### config.mk
export PLATFORM = sky130hd
export DESIGN_NAME = crps_ctrl
export DESIGN_NICKNAME = d
export VERILOG_FILES = /design/src/rtl/crps_pkg.sv /design/src/rtl/crps_ctrl.sv
export SDC_FILE = /design/constraint.sdc
export NUM_CORES = 1
export LEC_CHECK = 0
export ABC_AREA = 0
export BUFFER_PORTS_ARGS = -buffer_cell sky130_fd_sc_hd__buf_4
export CAP_MARGIN = 5
export CORE_AREA = 2 2 99 53
export CTS_BUF_LIST = sky130_fd_sc_hd__clkbuf_16
export CTS_CLUSTER_DIAMETER = 100
export CTS_CLUSTER_SIZE = 12
export DETAILED_ROUTE_END_ITERATION = 6
export DIE_AREA = 0 0 101 55
export PLACE_DENSITY = 0.74
export SYNTH_ARGS = -nofsm -noshare
export SYNTH_HDL_FRONTEND = slang
export SYNTH_SLANG_ARGS = --single-unit
### constraint.sdc
create_clock -name i_clk -period 2.5 [get_ports i_clk]
set_clock_uncertainty 0.05 [all_clocks]
set_input_delay 0 -clock i_clk [delete_from_list [all_inputs] [get_ports i_clk]]
set_output_delay 0 -clock i_clk [all_outputs]
set_load 0.02 [all_outputs]
### src/rtl/crps_pkg.sv
// shared constants, codes and controller/datapath interface types for the
// catmull-rom path sampler; no dependencies
`timescale 1ns / 1ps
package crps_pkg;

    localparam int COORD_WIDTH_DEF = 32;
    localparam int MAX_SAMPLES_DEF = 64;
    localparam int NCOORD          = 6;   // pos x,y,z then dir x,y,z
    localparam int U_BITS          = 16;  // u in Q0.16
    localparam int W_BITS          = 18;  // rounded weight, signed Q.16
    localparam int N_BITS          = 52;  // exact weight numerator, Q0.48 plus headroom
    localparam int RND_SHIFT       = 16;  // weight fraction bits
    localparam int ADDR_BITS       = 3;

    localparam logic [U_BITS-1:0] USTEP_RESET = 16'd1456;
    localparam logic              REG_USTEP   = 1'b0;   // register index (paddr[2])

    localparam logic CMD_POINT = 1'b0;
    localparam logic CMD_CLOSE = 1'b1;

    typedef struct packed {
        logic              load_in;     // latch new point from input ports
        logic              load_first;  // latch stored first point first_idx
        logic              wr_first;    // store input point at first_idx
        logic [1:0]        first_idx;
        logic              shift;       // shift window, new point enters
        logic              issue;       // start one sample
        logic [U_BITS-1:0] issue_u;
        logic              issue_last;
    } t_dp_cmd;

    typedef struct packed {
        logic en;    // pipeline advances this cycle
        logic busy;  // samples still need the window
    } t_dp_stat;

endpackage

### src/rtl/crps_ctrl.sv
// sequencer for the sampler: point bookkeeping, close sequence and u stepping
// depends on crps_pkg
`timescale 1ns / 1ps
module crps_ctrl #(
    parameter int MAX_SAMPLES = crps_pkg::MAX_SAMPLES_DEF
) (
    input  logic                        i_clk,
    input  logic                        i_rst_n,
    input  logic                        i_valid,
    input  logic                        i_command,
    input  logic [crps_pkg::U_BITS-1:0] i_u_step,
    input  crps_pkg::t_dp_stat          i_stat,
    output logic                        o_ready,
    output crps_pkg::t_dp_cmd           o_cmd
);

    localparam int CNT_W = $clog2(MAX_SAMPLES + 1);
    localparam int UA_W  = crps_pkg::U_BITS + 1;

    typedef enum logic [3:0] {
        ST_IDLE  = 4'b0001,
        ST_RUN   = 4'b0010,
        ST_DRAIN = 4'b0100,
        ST_SHIFT = 4'b1000
    } t_state;

    t_state           r_state, n_state;
    logic [1:0]       r_pts, n_pts;      // points seen, saturating at three
    logic [1:0]       r_close, n_close;
    logic [UA_W-1:0]  r_u, n_u;
    logic [CNT_W-1:0] r_cnt, n_cnt;

    logic             accept;
    logic [1:0]       pts_eff;
    logic [UA_W-1:0]  u_next;
    logic [CNT_W-1:0] cnt_next;
    logic             more;

    assign o_ready  = (r_state == ST_IDLE);
    assign accept   = i_valid && o_ready;
    assign pts_eff  = (r_close != 2'd0) ? 2'd0 : r_pts;
    assign u_next   = r_u + UA_W'(i_u_step);
    assign cnt_next = r_cnt + CNT_W'(1);
    assign more     = (u_next[UA_W-1] == 1'b0) && (cnt_next < CNT_W'(MAX_SAMPLES));

    always_comb begin
        n_state = r_state;
        n_pts   = r_pts;
        n_close = r_close;
        n_u     = r_u;
        n_cnt   = r_cnt;
        o_cmd   = '0;
        o_cmd.issue_u    = r_u[crps_pkg::U_BITS-1:0];
        o_cmd.issue_last = !more;
        case (r_state)
            ST_IDLE: begin
                n_u   = '0;
                n_cnt = '0;
                if (accept) begin
                    if (i_command == crps_pkg::CMD_POINT) begin
                        o_cmd.load_in   = 1'b1;
                        o_cmd.first_idx = pts_eff;
                        n_close         = 2'd0;
                        n_pts           = (pts_eff == 2'd3) ? 2'd3 : pts_eff + 2'd1;
                        if (pts_eff == 2'd3) begin
                            n_state = ST_RUN;
                        end else begin
                            o_cmd.wr_first = 1'b1;
                            n_state        = ST_SHIFT;
                        end
                    end else if (r_pts == 2'd3) begin
                        o_cmd.load_first = 1'b1;
                        o_cmd.first_idx  = r_close;
                        n_state          = ST_RUN;
                        if (r_close == 2'd2) begin
                            n_close = 2'd0;
                            n_pts   = 2'd0;
                        end else begin
                            n_close = r_close + 2'd1;
                        end
                    end
                end
            end
            ST_RUN: begin
                if (i_stat.en) begin
                    o_cmd.issue = 1'b1;
                    n_u         = u_next;
                    n_cnt       = cnt_next;
                    if (!more) begin
                        n_state = ST_DRAIN;
                    end
                end
            end
            ST_DRAIN: begin
                if (!i_stat.busy) begin
                    n_state = ST_SHIFT;
                end
            end
            ST_SHIFT: begin
                o_cmd.shift = 1'b1;
                n_state     = ST_IDLE;
            end
            default: begin
                n_state = ST_IDLE;
            end
        endcase
    end

    always_ff @(posedge i_clk) begin
        if (!i_rst_n) begin
            r_state <= ST_IDLE;
            r_pts   <= 2'd0;
            r_close <= 2'd0;
            r_u     <= '0;
            r_cnt   <= '0;
        end else begin
            r_state <= n_state;
            r_pts   <= n_pts;
            r_close <= n_close;
            r_u     <= n_u;
            r_cnt   <= n_cnt;
        end
    end

endmodule

==> flow_metrics.tcl <==
set metrics [dict create \
    status "finished clean" \
    antenna_found_initial 0 \
    grt_pass1_wl_mm 9.45 \
    cp.arrival_ps 2350 \
    critPathMaxFanout 4 \
    p_per_area_nw_per_um2 455 \
    timing.slew.headroom 0.573 \
    vias_per_cell 5.81 \
    port-buffer-count 46 \
    design.portCount 47 \
    drv_cap 0 \
    netlist_instances 306 \
    post-synth-top-count-cell "nor2_1" \
    drt_iter0_drc 140 \
    crit_path_end_kind "output port" \
    die_area_um2 5560 \
    rows 18 \
    slew_violations 0 \
    syn-num-nets 346 \
    cts_root_buf "clkbuf_16" \
    finalCoreUtilization 0.592 \
    leakagePower_nw 1.22 \
    netlist_top_cells_area "dfxtp_1, ha_1, nor2_1" \
    numCtsBuffers 5 \
    whs_ps 18.4 \
    yosys_warnings 0 \
    fin_tns_setup_ps 0 \
    synth_top_area_cell "dfxtp_1" \
    hpwl_mm 4.59 \
    grt_usage 0.224 \
    path_clk_slew_ps 50 \
    antenna_cells 0 \
    cts_max_level 2 \
    place_congestion 0.916 \
    setup_viol 0 \
    area_delta_synth_final_pct 18.2 \
    avgSynthCellArea_um2 7.74 \
    synth_area_um2 2370 \
    cts_tree "yes" \
    post_drt_wl_per_cell_um 15.5 \
    vdd.ir_drop.worst_v 0.000360 \
    fin_nets 374 \
    async_flop_share 0 \
    grt_pass1_vias 1862 \
    ys_ff_latch 32 \
    hold_class "in2reg" \
    clock_sinks 32 \
    overflow 0 \
    period_share 0.961 \
    initial_utilization 0.501 \
    drive_above_1_share 0.200 \
    cp-start-kind "register" \
    yosysSeqAreaShare 0.270 \
    core_um2 4730 \
    die_height_um 55 \
    ys.flop_type "dfxtp_1" \
    firstDrtPassIters 5 \
    clock.fmax_ghz 0.416 \
    synth-edff-count 0 \
    vias 2296 \
    totalWireLength_mm 6.13 \
    synth.top_cells.by_count "nor2_1, dfxtp_1, a21oi_1, nand2_1, nand3_1" \
    clockBufferDepth 2 \
    drt.antenna.violating_nets 0 \
    grt_max_degree 19 \
    cp.required_ps 2450 \
    hold_viol 0 \
    worst_pin_slew_ps 636 \
    rsz0062_at_grt "false" \
    die_w_um 101 \
    multi_input_area_um2 1520 \
    seqCellArea_um2 642 \
    synth.top_cell.area_share 0.270 \
    ys_types 53 \
    finalPower_mw 1.28 \
    n_fill_cell 430 \
    worst_skew_pair.late_latency_ps 280 \
    min_period_ps 2400 \
    drcViolationCount 0 \
    worstSetupPathType "reg2out" \
]
==> placed cells by master, fill, tap and decap left out, types with 5 or more instances in the layout <==
cell       count
nand3_1       18
nor2_1        38
clkbuf_16      5
a22oi_1        7
xnor2_1        8
o21a_1         6
nor3_1        11
inv_1         13
o21ai_0       14
a21oi_1       22
nand2_1       22
dfxtp_1       31
ha_1          16
buf_4         50
==> flip-flops by register name (all words and copies together), names as in the netlist <==
signal,count
r_close,2
r_cnt,7
r_state,4
r_u,17
r_pts,2
==> power by group <==
part | total [mW] | internal (mW) | leakage (nW) | switching [mW]
clock network | 0.570 | 0.357 | 0.0738 | 0.213
registers | 0.529 | 0.516 | 0.259 | 0.0124
logic | 0.176 | 0.0739 | 0.883 | 0.103
total | 1.28 | 0.947 | 1.22 | 0.328
==> timing repair <==
| action | 4_1_cts | 5_1_grt |
|---|---|---|
| endpoints found under the hold margin | 1 | 0 |
| setup endpoints to repair | 1 | 2 |
| hold buffers | 1 | 0 |
| gates resized for setup | 0 | 5 |
| setup buffers | 1 | 0 |
| pin swaps | 0 | 2 |
==> cell type report <==
| class | count | share of cell area |
|---|---|---|
| multi-input combinational | 233 | 0.543 |
| sequential | 32 | 0.229 |
| timing repair buffer | 51 | 0.138 |
| clock buffer | 5 | 0.0447 |
| tap | 60 | 0.0268 |
| inverter | 11 | 0.0147 |
| clock inverter | 3 | 0.00402 |
==> final timing paths <==
path              cells after the start    endpoint  slack (ps)  startpoint
setup reg to reg                      9     r_u[14]         150      r_u[0]
hold reg to reg                       2      r_u[9]         430      r_u[9]
hold / removal                        3  r_state[1]          20   i_stat[1]
setup / recovery                     10    o_cmd[0]         100      r_u[0]
==> cell families after synthesis <==
| family | after synthesis | synth area share |
|---|---|---|
| muxes | 3 | 0.0127 |
| adders and majority gates | 18 | 0.0983 |
| DFF | 32 | 0.270 |
| and+or+nand+nor | 116 | 0.246 |
| AOI/OAI and AO/OA | 83 | 0.232 |
| xor gates and xnor gates | 13 | 0.0481 |
| buffers and inverters | 41 | 0.0925 |
==> stage by stage <==
stage	setup slack [ps]	area, um2	instances
finish	96.4	2800	395
detailed placement	117	2630	385
CTS	13.8	2790	395
global route	11.0	2800	395
floorplan	321	2370	306
global placement	200	2630	385
==> per-layer routing <==
| metal | GRT usage | up-vias | share of wire |
|---|---|---|---|
| li1 | - | 1149 | - |
| met1 | 0.341 | 1045 | 0.53 |
| met4 | 0.0405 | 0 | 0.0055 |
| met2 | 0.302 | 97 | 0.37 |
| met3 | 0.0729 | 5 | 0.090 |
| met5 | 0 | - | 0 |
==> critical path: stages (launching register included) <==
cell	delay, ps
dfxtp_2	340
ha_2	200
inv_1	60
fa_1	370
and2b_2	260
o211a_1	200
o21ai_1	100
nand2_1	140
xnor2_2	150
nand2b_1	110
buf_4	170
Power figures use the tool's default switching activity.
